## config.mk

```make
export PLATFORM = sky130hd
export DESIGN_NAME = fixed_step_time_accumulator
export DESIGN_NICKNAME = d
export VERILOG_FILES = /design/src/rtl/core/fsta_pkg.sv /design/src/rtl/core/fsta_dp.sv /design/src/rtl/core/fsta_ctrl.sv /design/src/rtl/core/fixed_step_time_accumulator.sv
export SDC_FILE = /design/constraint.sdc
export NUM_CORES = 2
export LEC_CHECK = 0
export BUFFER_PORTS_ARGS = -buffer_cell sky130_fd_sc_hd__buf_2
export CAP_MARGIN = 25
export CORE_UTILIZATION = 25
export DETAILED_ROUTE_END_ITERATION = 8
export MAX_ROUTING_LAYER = met4
export PLACE_DENSITY = 0.38
export SLEW_MARGIN = 20
export SYNTH_ARGS = -nofsm -noshare
export SYNTH_HDL_FRONTEND = slang
export SYNTH_SLANG_ARGS = --single-unit
```

## constraint.sdc

```tcl
create_clock -name clk -period 20.6 [get_ports clk]
set_input_delay 3.09 -clock clk [delete_from_list [all_inputs] [get_ports clk]]
set_output_delay 3.09 -clock clk [all_outputs]
set_load 0.03 [all_outputs]
```

## src/rtl/core/fsta_pkg.sv

```systemverilog
package fsta_pkg;

  localparam int unsigned TIME_BITS_DEF = 64;
  localparam int unsigned ELAPSED_W     = 64;
  localparam int unsigned PERIOD_W      = 32;
  localparam int unsigned LIMIT_W       = 32;
  localparam int unsigned WIDE_W        = 63;

  localparam logic [PERIOD_W-1:0] STEP_PERIOD_RST = 32'd16666667;

  typedef enum logic {
    REQ_ADVANCE = 1'b0,
    REQ_DISCARD = 1'b1
  } req_t;

  typedef enum logic [1:0] {
    ST_OK  = 2'd0,
    ST_NEG = 2'd1,
    ST_OVF = 2'd2
  } status_t;

  typedef struct packed {
    req_t                        req_type;
    logic signed [ELAPSED_W-1:0] elapsed_time;
    logic [LIMIT_W-1:0]          step_limit;
  } fsta_in_t;

  typedef struct packed {
    logic [LIMIT_W-1:0] granted_steps;
    logic [WIDE_W-1:0]  backlog_steps;
    logic [WIDE_W-1:0]  remaining_time;
    logic               limit_reached;
    logic [WIDE_W-1:0]  discarded_time;
    status_t            status;
  } fsta_out_t;

  typedef enum logic [2:0] {
    S_IDLE,
    S_CHECK,
    S_DIV,
    S_MIN,
    S_MUL,
    S_SUB,
    S_FINISH
  } fsta_state_t;

  typedef struct packed {
    logic load;
    logic check;
    logic div_step;
    logic min_sel;
    logic mul;
    logic sub;
    logic commit;
  } fsta_cmd_t;

  typedef struct packed {
    logic chk_err;
  } fsta_sts_t;

endpackage

```

## src/rtl/core/fsta_dp.sv

```systemverilog
module fsta_dp
  import fsta_pkg::*;
#(
  parameter int unsigned TIME_BITS = TIME_BITS_DEF
) (
  input  logic                clk,
  input  logic                rst_n,
  input  fsta_in_t            in_data,
  input  logic                cfg_we,
  input  logic [PERIOD_W-1:0] cfg_data,
  input  fsta_cmd_t           cmd,
  output fsta_sts_t           sts,
  output fsta_out_t           out_data
);

  localparam int unsigned ACC_W = TIME_BITS - 1;

  logic [PERIOD_W-1:0]  cfg_period_r;
  logic [ACC_W-1:0]     acc_r;
  fsta_in_t             req_r;
  logic [PERIOD_W-1:0]  period_r;
  status_t              status_r;
  logic [ACC_W-1:0]     dividend_r;
  logic [ACC_W-1:0]     quo_r;
  logic [PERIOD_W-1:0]  rem_r;
  logic [LIMIT_W-1:0]   granted_r;
  logic [ACC_W-1:0]     pending_r;
  logic                 reached_r;
  logic [2*PERIOD_W-1:0] prod_r;
  logic [ACC_W-1:0]     new_acc_r;
  logic [ACC_W-1:0]     disc_r;
  fsta_out_t            out_r;

  logic [ELAPSED_W-1:0] sum;
  logic                 neg;
  logic                 ovf;
  status_t              chk_status;
  logic [PERIOD_W:0]    trial;
  logic                 ge;
  logic [PERIOD_W:0]    diff;
  logic [ELAPSED_W-1:0] quo_ext;
  logic [ELAPSED_W-1:0] lim_ext;
  logic [LIMIT_W-1:0]   granted_nxt;
  logic                 adv_ok;

  // A negative elapsed time is flagged on its own; otherwise both terms are below
  // 2^63, so this sum cannot wrap.
  assign sum = ELAPSED_W'(acc_r) + $unsigned(req_r.elapsed_time);
  assign neg = req_r.elapsed_time[ELAPSED_W-1];
  assign ovf = (sum >> ACC_W) != '0;

  always_comb begin
    chk_status = ST_OK;
    if (req_r.req_type == REQ_ADVANCE) begin
      if (neg) begin
        chk_status = ST_NEG;
      end else if (ovf) begin
        chk_status = ST_OVF;
      end
    end
  end

  assign sts.chk_err = (chk_status != ST_OK);

  // One restoring division step per cycle; the remainder stays below the period.
  assign trial = {rem_r, quo_r[ACC_W-1]};
  assign ge    = trial >= {1'b0, period_r};
  assign diff  = trial - {1'b0, period_r};

  assign quo_ext     = ELAPSED_W'(quo_r);
  assign lim_ext     = ELAPSED_W'(req_r.step_limit);
  assign granted_nxt = (quo_ext < lim_ext) ? quo_ext[LIMIT_W-1:0] : req_r.step_limit;

  assign adv_ok = (status_r == ST_OK) && (req_r.req_type == REQ_ADVANCE);

  always_ff @(posedge clk) begin
    if (!rst_n) begin
      cfg_period_r <= STEP_PERIOD_RST;
      acc_r        <= '0;
    end else begin
      if (cfg_we) begin
        cfg_period_r <= cfg_data;
      end
      if (cmd.commit) begin
        acc_r <= new_acc_r;
      end
    end
  end

  always_ff @(posedge clk) begin
    if (cmd.load) begin
      req_r    <= in_data;
      period_r <= (cfg_period_r == '0) ? PERIOD_W'(1) : cfg_period_r;
    end
    if (cmd.check) begin
      status_r  <= chk_status;
      new_acc_r <= acc_r;
      rem_r     <= '0;
      if (req_r.req_type == REQ_ADVANCE) begin
        dividend_r <= sum[ACC_W-1:0];
        quo_r      <= sum[ACC_W-1:0];
      end else begin
        dividend_r <= acc_r;
        quo_r      <= acc_r;
      end
    end
    if (cmd.div_step) begin
      rem_r <= ge ? diff[PERIOD_W-1:0] : trial[PERIOD_W-1:0];
      quo_r <= {quo_r[ACC_W-2:0], ge};
    end
    if (cmd.min_sel) begin
      granted_r <= granted_nxt;
      pending_r <= quo_r - ACC_W'(granted_nxt);
      reached_r <= quo_ext > lim_ext;
    end
    if (cmd.mul) begin
      prod_r <= granted_r * period_r;
    end
    if (cmd.sub) begin
      if (req_r.req_type == REQ_DISCARD) begin
        new_acc_r <= ACC_W'(rem_r);
        disc_r    <= dividend_r - ACC_W'(rem_r);
      end else begin
        new_acc_r <= dividend_r - prod_r[ACC_W-1:0];
        disc_r    <= '0;
      end
    end
    if (cmd.commit) begin
      out_r.granted_steps  <= adv_ok ? granted_r : '0;
      out_r.backlog_steps  <= adv_ok ? WIDE_W'(pending_r) : '0;
      out_r.limit_reached  <= adv_ok & reached_r;
      out_r.remaining_time <= WIDE_W'(new_acc_r);
      out_r.discarded_time <= (req_r.req_type == REQ_DISCARD) ? WIDE_W'(disc_r) : '0;
      out_r.status         <= status_r;
    end
  end

  assign out_data = out_r;

endmodule

```

## src/rtl/core/fsta_ctrl.sv

```systemverilog
module fsta_ctrl
  import fsta_pkg::*;
#(
  parameter int unsigned TIME_BITS = TIME_BITS_DEF
) (
  input  logic      clk,
  input  logic      rst_n,
  input  logic      in_valid,
  output logic      in_stall,
  output logic      out_valid,
  input  logic      out_stall,
  input  fsta_sts_t sts,
  output fsta_cmd_t cmd
);

  localparam int unsigned CNT_W = $clog2(TIME_BITS);
  localparam logic [CNT_W-1:0] CNT_LAST = CNT_W'(TIME_BITS - 2);

  fsta_state_t      state_r, state_nxt;
  logic [CNT_W-1:0] cnt_r, cnt_nxt;
  logic             out_valid_r, out_valid_nxt;
  logic             out_free;

  assign out_free = !out_valid_r || !out_stall;

  always_ff @(posedge clk) begin
    if (!rst_n) begin
      state_r     <= S_IDLE;
      cnt_r       <= '0;
      out_valid_r <= 1'b0;
    end else begin
      state_r     <= state_nxt;
      cnt_r       <= cnt_nxt;
      out_valid_r <= out_valid_nxt;
    end
  end

  always_comb begin
    state_nxt     = state_r;
    cnt_nxt       = cnt_r;
    cmd           = '0;
    in_stall      = 1'b1;
    out_valid_nxt = out_valid_r && out_stall;
    unique case (state_r)
      S_IDLE: begin
        in_stall = 1'b0;
        if (in_valid) begin
          cmd.load  = 1'b1;
          state_nxt = S_CHECK;
        end
      end
      S_CHECK: begin
        cmd.check = 1'b1;
        cnt_nxt   = '0;
        state_nxt = sts.chk_err ? S_FINISH : S_DIV;
      end
      S_DIV: begin
        cmd.div_step = 1'b1;
        cnt_nxt      = cnt_r + 1'b1;
        if (cnt_r == CNT_LAST) begin
          state_nxt = S_MIN;
        end
      end
      S_MIN: begin
        cmd.min_sel = 1'b1;
        state_nxt   = S_MUL;
      end
      S_MUL: begin
        cmd.mul   = 1'b1;
        state_nxt = S_SUB;
      end
      S_SUB: begin
        cmd.sub   = 1'b1;
        state_nxt = S_FINISH;
      end
      S_FINISH: begin
        // Hold the finished transaction until the output register is free.
        if (out_free) begin
          cmd.commit    = 1'b1;
          out_valid_nxt = 1'b1;
          state_nxt     = S_IDLE;
        end
      end
      default: begin
        state_nxt = S_IDLE;
      end
    endcase
  end

  assign out_valid = out_valid_r;

endmodule

```

## src/rtl/core/fixed_step_time_accumulator.sv

```systemverilog
// Fixed-step time accumulator.
// Input channel (in_valid / in_stall / in_data): each transaction is either an
// advance by an elapsed time or a discard of all whole pending steps. Each one
// produces exactly one result transaction on out_valid / out_stall / out_data.
// Configuration channel (cfg_valid / cfg_ready / cfg_data) writes the step
// period; it is always ready and should be written only while the block is idle.
// A period of zero behaves as a period of one.
// Sequence: a taken request is checked, then a radix-2 divider that retires one
// quotient bit per cycle divides the time by the period; an advance's grant is
// picked against the step limit, multiplied by the period and subtracted, and
// the result is committed to the output register. Requests rejected for a
// negative elapsed time or a store overflow go from the check to the commit.
// One request is processed at a time; in_stall is low only while idle.
// A finished result sits in the output register while out_stall is high, and
// the next request is already taken and worked on meanwhile; it waits at its
// final step until the register frees up.
// Reset (rst_n low, synchronous) clears the accumulated time, restores the
// default step period and drops any transaction in flight.
module fixed_step_time_accumulator
  import fsta_pkg::*;
#(
  parameter int unsigned TIME_BITS = TIME_BITS_DEF
) (
  input  logic                clk,
  input  logic                rst_n,
  input  logic                in_valid,
  output logic                in_stall,
  input  fsta_in_t            in_data,
  output logic                out_valid,
  input  logic                out_stall,
  output fsta_out_t           out_data,
  input  logic                cfg_valid,
  output logic                cfg_ready,
  input  logic [PERIOD_W-1:0] cfg_data
);

  fsta_cmd_t cmd;
  fsta_sts_t sts;

  assign cfg_ready = 1'b1;

  fsta_ctrl #(
    .TIME_BITS(TIME_BITS)
  ) u_ctrl (
    .clk      (clk),
    .rst_n    (rst_n),
    .in_valid (in_valid),
    .in_stall (in_stall),
    .out_valid(out_valid),
    .out_stall(out_stall),
    .sts      (sts),
    .cmd      (cmd)
  );

  fsta_dp #(
    .TIME_BITS(TIME_BITS)
  ) u_dp (
    .clk     (clk),
    .rst_n   (rst_n),
    .in_data (in_data),
    .cfg_we  (cfg_valid && cfg_ready),
    .cfg_data(cfg_data),
    .cmd     (cmd),
    .sts     (sts),
    .out_data(out_data)
  );

  // Only one request may be in work at a time.
  a_one_in_flight: assert property (@(posedge clk) disable iff (!rst_n)
    (in_valid && !in_stall) |=> in_stall)
    else $error("request accepted while another is in work");

  // A result is never written over one that is still waiting.
  a_commit_free: assert property (@(posedge clk) disable iff (!rst_n)
    cmd.commit |-> (!out_valid || !out_stall))
    else $error("result register overwritten while stalled");

  // The sequencer issues at most one datapath command per cycle.
  a_cmd_onehot: assert property (@(posedge clk) disable iff (!rst_n)
    $onehot0(cmd))
    else $error("more than one datapath command active");

  // A rejected advance grants nothing.
  a_err_no_grant: assert property (@(posedge clk) disable iff (!rst_n)
    (out_valid && out_data.status != ST_OK) |->
      (out_data.granted_steps == '0 && !out_data.limit_reached))
    else $error("steps granted on a rejected request");

endmodule

```

Word level (Yosys, flattened, before mapping)
Index checks and enable logic that the tools add are counted.
{"block": "totals", "register_bits": 903, "inputBits": 134, "out_inout_bits": 227, "elab_cells": 91}
{"block": "op_classes", "n_addsub": 6, "mul": 1, "magnitude_cmp": 3, "eq_ne": 10, "mux": 31, "bitwise_logic": 2, "reduce_logical": 13}
{"operator": "$mux 63", "n": 6}
{"operator": "$mux 32", "n": 4}
{"operator": "$sub 63x32->63", "n": 2}
{"operator": "$add 63x64->64", "n": 1}
{"operator": "$gt 63x32->1", "n": 1}
{"operator": "$lt 63x32->1", "n": 1}
{"operator": "$mul 32x32->63", "n": 1}
{"operator": "$sub 63x63->63", "n": 1}
{"operator": "$ge 33x32->1", "n": 1}
{"operator": "$logic_not 32->1", "n": 1}
{"operator": "$sub 32x32->32", "n": 1}
{"operator": "$pmux 3 s7", "n": 1}
{"operator": "$mux 1", "n": 12}
{"operator": "$mux 3", "n": 4}
{"operator": "$pmux 6 s2", "n": 1}
{"operator": "$eq 3x3->1 const B", "n": 3}
{"operator": "$reduce_bool 2->1", "n": 4}
{"operator": "$add 6x1->6 const B", "n": 1}
{"operator": "$eq 3x2->1 const B", "n": 2}
{"operator": "$eq 6x6->1 const B", "n": 1}
{"operator": "$mux 2", "n": 3}
{"operator": "$ne 2x1->1 const B", "n": 2}
{"operator": "$eq 3x1->1 const B", "n": 1}
{"operator": "$logic_not 3->1", "n": 1}
{"operator": "other kinds (8)", "n": 10}

Longest topological paths before layout
{"block": "depth", "depth_word": 7, "depth_mapped": 31, "ltp_nobuf": 29}

By module
A second synthesis with hierarchy kept.
{"block": "hier_totals", "hier_cells": 7863, "area_unflattened_um2": 80697.4}
{"module": "fsta_dp", "instances": 1, "cells_per_inst": 7781, "area_per_inst_um2": 80038.0, "seq_area_each_um2": 25864.8}
{"module": "fsta_ctrl", "instances": 1, "cells_per_inst": 80, "area_per_inst_um2": 648.1, "seq_area_each_um2": 200.2}
{"module": "fixed_step_time_accumulator", "instances": 1, "cells_per_inst": 2, "area_per_inst_um2": 11.3, "seq_area_each_um2": 0.0}

Least setup slack after synthesis
Ideal clock, no wire load.
{"block": "synth_timing", "path_kind": "in2reg", "from": "in out_stall", "to": "reg u_dp.out_r (netlist bit u_dp.out_data[0]), enable pin", "setup_time_ns": 0.675, "arrival_ns": 9.825, "t_required_ns": 19.925, "path_slack_ns": 10.100, "path_stages": 4, "n_path_buf": 1, "cell_sequence": "nand2_1 nand3_1 inv_2 buf_1"}
{"item": "from (decl)", "line_no": "fixed_step_time_accumulator.sv:30", "rtl": "input logic out_stall,"}
{"item": "to (decl)", "line_no": "fsta_dp.sv:32", "rtl": "fsta_out_t out_r;"}

Worst setup path after layout
{"block": "layout_timing", "from": "reg u_dp.granted_r[15]", "to": "reg u_dp.prod_r[58] (data pin)"}
{"block": "layout_via", "elab_chain_len": 1}
{"item": "from (decl)", "line_no": "fsta_dp.sv:26", "rtl": "logic [LIMIT_W-1:0] granted_r;"}
{"item": "from (signal assigned)", "line_no": "fsta_dp.sv:112", "rtl": "granted_r <= granted_nxt;"}
{"item": "$mul 32x32->63", "line_no": "fsta_dp.sv:117", "rtl": "prod_r <= granted_r * period_r;"}
{"item": "to (signal assigned)", "line_no": "fsta_dp.sv:117"}
{"item": "to (decl)", "line_no": "fsta_dp.sv:29", "rtl": "logic [2*PERIOD_W-1:0] prod_r;"}
Every way passes these cells.
A chain may end at the register's enable or synchronous reset.

==> results by group <==
Worst setup path
  – Startpoint types: flop
  – Worst Path Arrival: 9.68 ns
  – Worst path bufs/invs: 3
  – Largest stage delay on the critical path: 0.84 ns
  – Setup CP Type: reg2reg
  – Crit-path max FO: 28
  – Worst path cell trace: buf_4 > and2_1 > fa_1 > fa_1 > fa_1 > inv_1 > fa_1 > inv_1 > fa_1 > fa_1 > fa_1 > fa_1 > ha_1 > a21oi_1 > o21ai_0 > a211oi_1 > o21ai_1 > o31ai_1 > a22oi_1 > a221oi_1 > o21ai_1 > o21ai_1 > o21ai_1 > xor2_1
  – CP max-delay cell: o31ai_1
  – Crit path top cell by count: fa_1
  – Top delay family on crit path: adder cells
  – Worst Setup End Kind: flop
  – Req. time, crit path: 21.17 ns

Logic synthesis
  – Cell area after synthesis: 80,510 sq um
  – Primary FF master, synth: edfxtp_1
  – Syn_nets: 9,495
  – Syn Inst Count: 7,949
  – Synth unique cells: 99
  – Leading area contributor after synthesis: edfxtp_1
  – Area share of the largest cell type after synthesis: 29.76%
  – Synth warn: 0
  – Mean Syn Cell Area: 10.13 sq um
  – Post-synth EDFFs: 798
  – Asr flop ratio synth: 0%
  – Register area share after synthesis: 32.38%
  – Synth Register Bits: 903
  – Area contributors post-synth: edfxtp_1 (30%), fa_1 (22%), ha_1 (8.0%), and2_1 (6.1%), inv_1 (5.1%)

GRT
  – Vias in the first global route: 60.70k
  – Largest net degree at the start of global routing: 149
  – First-pass GRT wire length: 439,200 um
  – Total GRT Usage: 19.06%
  – Initial antenna violation count: 22
  – GRT Residual Overflow: 0

Placed design
  – Dpl hpwl: 232,700 um
  – Placement Cell Area: 86,940 sq um
  – Dpl cells: 12.29k
  – Port buffer count: 359
  – Routability congestion estimate: 0.9019
  – Post-placement setup slack: 11.30 ns

Clock network
  – CTS Buf Count: 118
  – Clock latency at the later pin of the worst-skew pair: 0.87 ns
  – CTS hold repair buffers: 0
  – CTS H-Tree Depth: 3
  – CTS Sinks: 903
  – Post-CTS Repair Setup Buffers: 0
  – Clk Tree Root Cell: clkbuf_16
  – Post-CTS sizing: 0
  – Clk slew on worst S/H paths: 0.06 ns
  – Max Buffers Root-to-Sink: 4
  – CTS tree: built

Die
  – IO Pins: 361
  – Die height: 569.5 um
  – Core ar.: 320,600 sq um
  – Die area: 324,300 sq um
  – Initial core utilization: 25.11%
  – Die width: 569.5 um
  – # rows: 208

Drt
  – Via count: 58.02k
  – First DRT Iteration DRCs: 3,758
  – Routed len/inst: 24.26 um
  – DRC: 0
  – Routed Wire Length: 303,400 um
  – Antenna-violating nets left: 0
  – DRT Pass-1 Iters: 6
  – Vias per cell: 4.639

Layout
  – Most frequent cells in the layout: inv_1 (1,081), fa_1 (900), nand2_1 (884)
  – Final net count: 9,648
  – P&R area growth vs syn: 12.64%
  – Share of layout cells above drive strength 1: 8.848%
  – Final std cells w/o fill: 12.51k
  – Fillers: 33.95k
  – Design area: 90,680 sq um
  – Most common cell after layout, fill and taps aside: inv_1

Timing
  – Hold Fails Final Rpt: 0
  – Clock Skews: 0.1017 ns
  – RSZ-0062 raised after global routing: no
  – Final slew viol count: 0
  – Slew headroom: 27.41%
  – Final worst-path setup slack: 11.49 ns
  – Least-Margin Pin Slew: 1.079 ns
  – Setup-failing EPs final: 0
  – Minimum clock period: 9.111 ns
  – Setup TNS: 0 ns
  – Final period utilization: 44.23%
  – Fmax: 0.1098 GHz

Outcome
  – Outcome: finished, final reports clean

Min path
  – Hold Crit Class: reg2reg

Flow run
  – Max-cap violations: 0
## flip-flops by register name, summed over array words and instances, names as in the netlist
signal and flops:
u_dp.neg 1, u_dp.quo_r 63, u_dp.dividend_r 63, u_dp.cfg_period_r 32, u_dp.status_r 2, u_dp.pending_r 63
u_dp.prod_r 63, u_dp.req_r 64, u_dp.out_data 224, u_dp.period_r 32, u_dp.new_acc_r 63, u_dp.reached_r 1
u_dp.granted_r 32, u_dp.lim_ext 32, u_dp.disc_r 63, u_dp.rem_r 32, u_dp.acc_r 63, u_ctrl.out_valid 1
u_ctrl.state_r 3, u_ctrl.cnt_r 6
## cell type report
class	instances	area, sq um	area share, %
Multi-Input combinational cell	5534	48840	53.86
Timing Repair Buffer	460	2570	2.834
Clock inverter	63	590.6	0.6512
Tap cell	4305	5386	5.940
Clock buffer	149	3132	3.454
Antenna cell	7	17.52	0.01932
Inverter	1085	4080	4.499
Sequential cell	903	26070	28.74
## metal layers
| metal | wire length, um | part of all wire [%] | up-vias | GRT usage, % |
|---|---|---|---|---|
| li1 | - | - | 26390 | - |
| met4 | 7906 | 2.6 | 0 | 4.565 |
| met5 | 0 | 0 | - | - |
| met3 | 12310 | 4.1 | 300 | 1.862 |
| met1 | 137500 | 45 | 29890 | 25.14 |
| met2 | 145700 | 48 | 1447 | 31.40 |
## cell usage after synthesis (20+ instances only)
library cell,count
a21o_1,179
o21bai_1,49
o21a_1,35
mux2i_1,72
nor4_1,37
and3_1,38
mux2_2,35
xnor2_1,187
fa_1,900
edfxtp_1,798
nor2_1,340
ha_1,512
o21ai_0,186
a21boi_0,67
a31oi_1,38
a21oi_1,345
buf_1,20
nor2b_1,70
o21ai_1,64
nand4_1,75
nor3_1,51
o211ai_1,20
clkbuf_1,391
a211oi_1,29
mux2_1,28
dfxtp_1,105
nand3_1,68
inv_1,1084
and2_1,784
nand2b_1,49
or3_1,21
nand2_1,886
xor2_1,130
a22o_1,26
## cell families (layout without fill, tap and decap cells)
| group | Yosys count | after routing | synth area share, % |
|---|---|---|---|
| flip-flops | 903 | 903 | 32.38 |
| multiplexers | 135 | 135 | 1.776 |
| adder cells (fa/ha/maj) | 1412 | 1412 | 30.34 |
| buffers and inverters | 1512 | 1757 | 7.081 |
| other | 1 | 8 | 0.004658 |
| XOR/XNOR | 317 | 317 | 3.449 |
| AO/OA/AOI/OAI | 1180 | 1180 | 9.448 |
| AND/OR/NAND/NOR | 2489 | 2489 | 15.53 |
## path summary, 6_finish.rpt
check | from | end | slack (ns) | cells past startpoint
worst max register to register | u_dp.granted_r[15] | u_dp.prod_r[58] | 11.49 | 24
worst max-delay path | u_dp.granted_r[15] | u_dp.prod_r[58] | 11.49 | 24
worst min-delay path | u_dp.new_acc_r[52] | u_dp.out_data[118] | 0.45 | 0
worst min register to register | u_dp.new_acc_r[52] | u_dp.out_data[118] | 0.45 | 0
## per-stage QoR
| stage | util [%] | hold WS (ns) |
|---|---|---|
| 2_1_floorplan | - | 0.4262 |
| 3_3_place_gp | 27.12 | 0.4416 |
| 3_5_place_dp | 27.12 | 0.4446 |
| 4_1_cts | 28.28 | 0.4559 |
| 5_1_grt | 28.28 | 0.4565 |
| 6_report | 28.28 | 0.4544 |
Power is left out: the tool's default activity adds up to more than one toggle a clock period on the data nets, which glitch-free logic cannot reach.
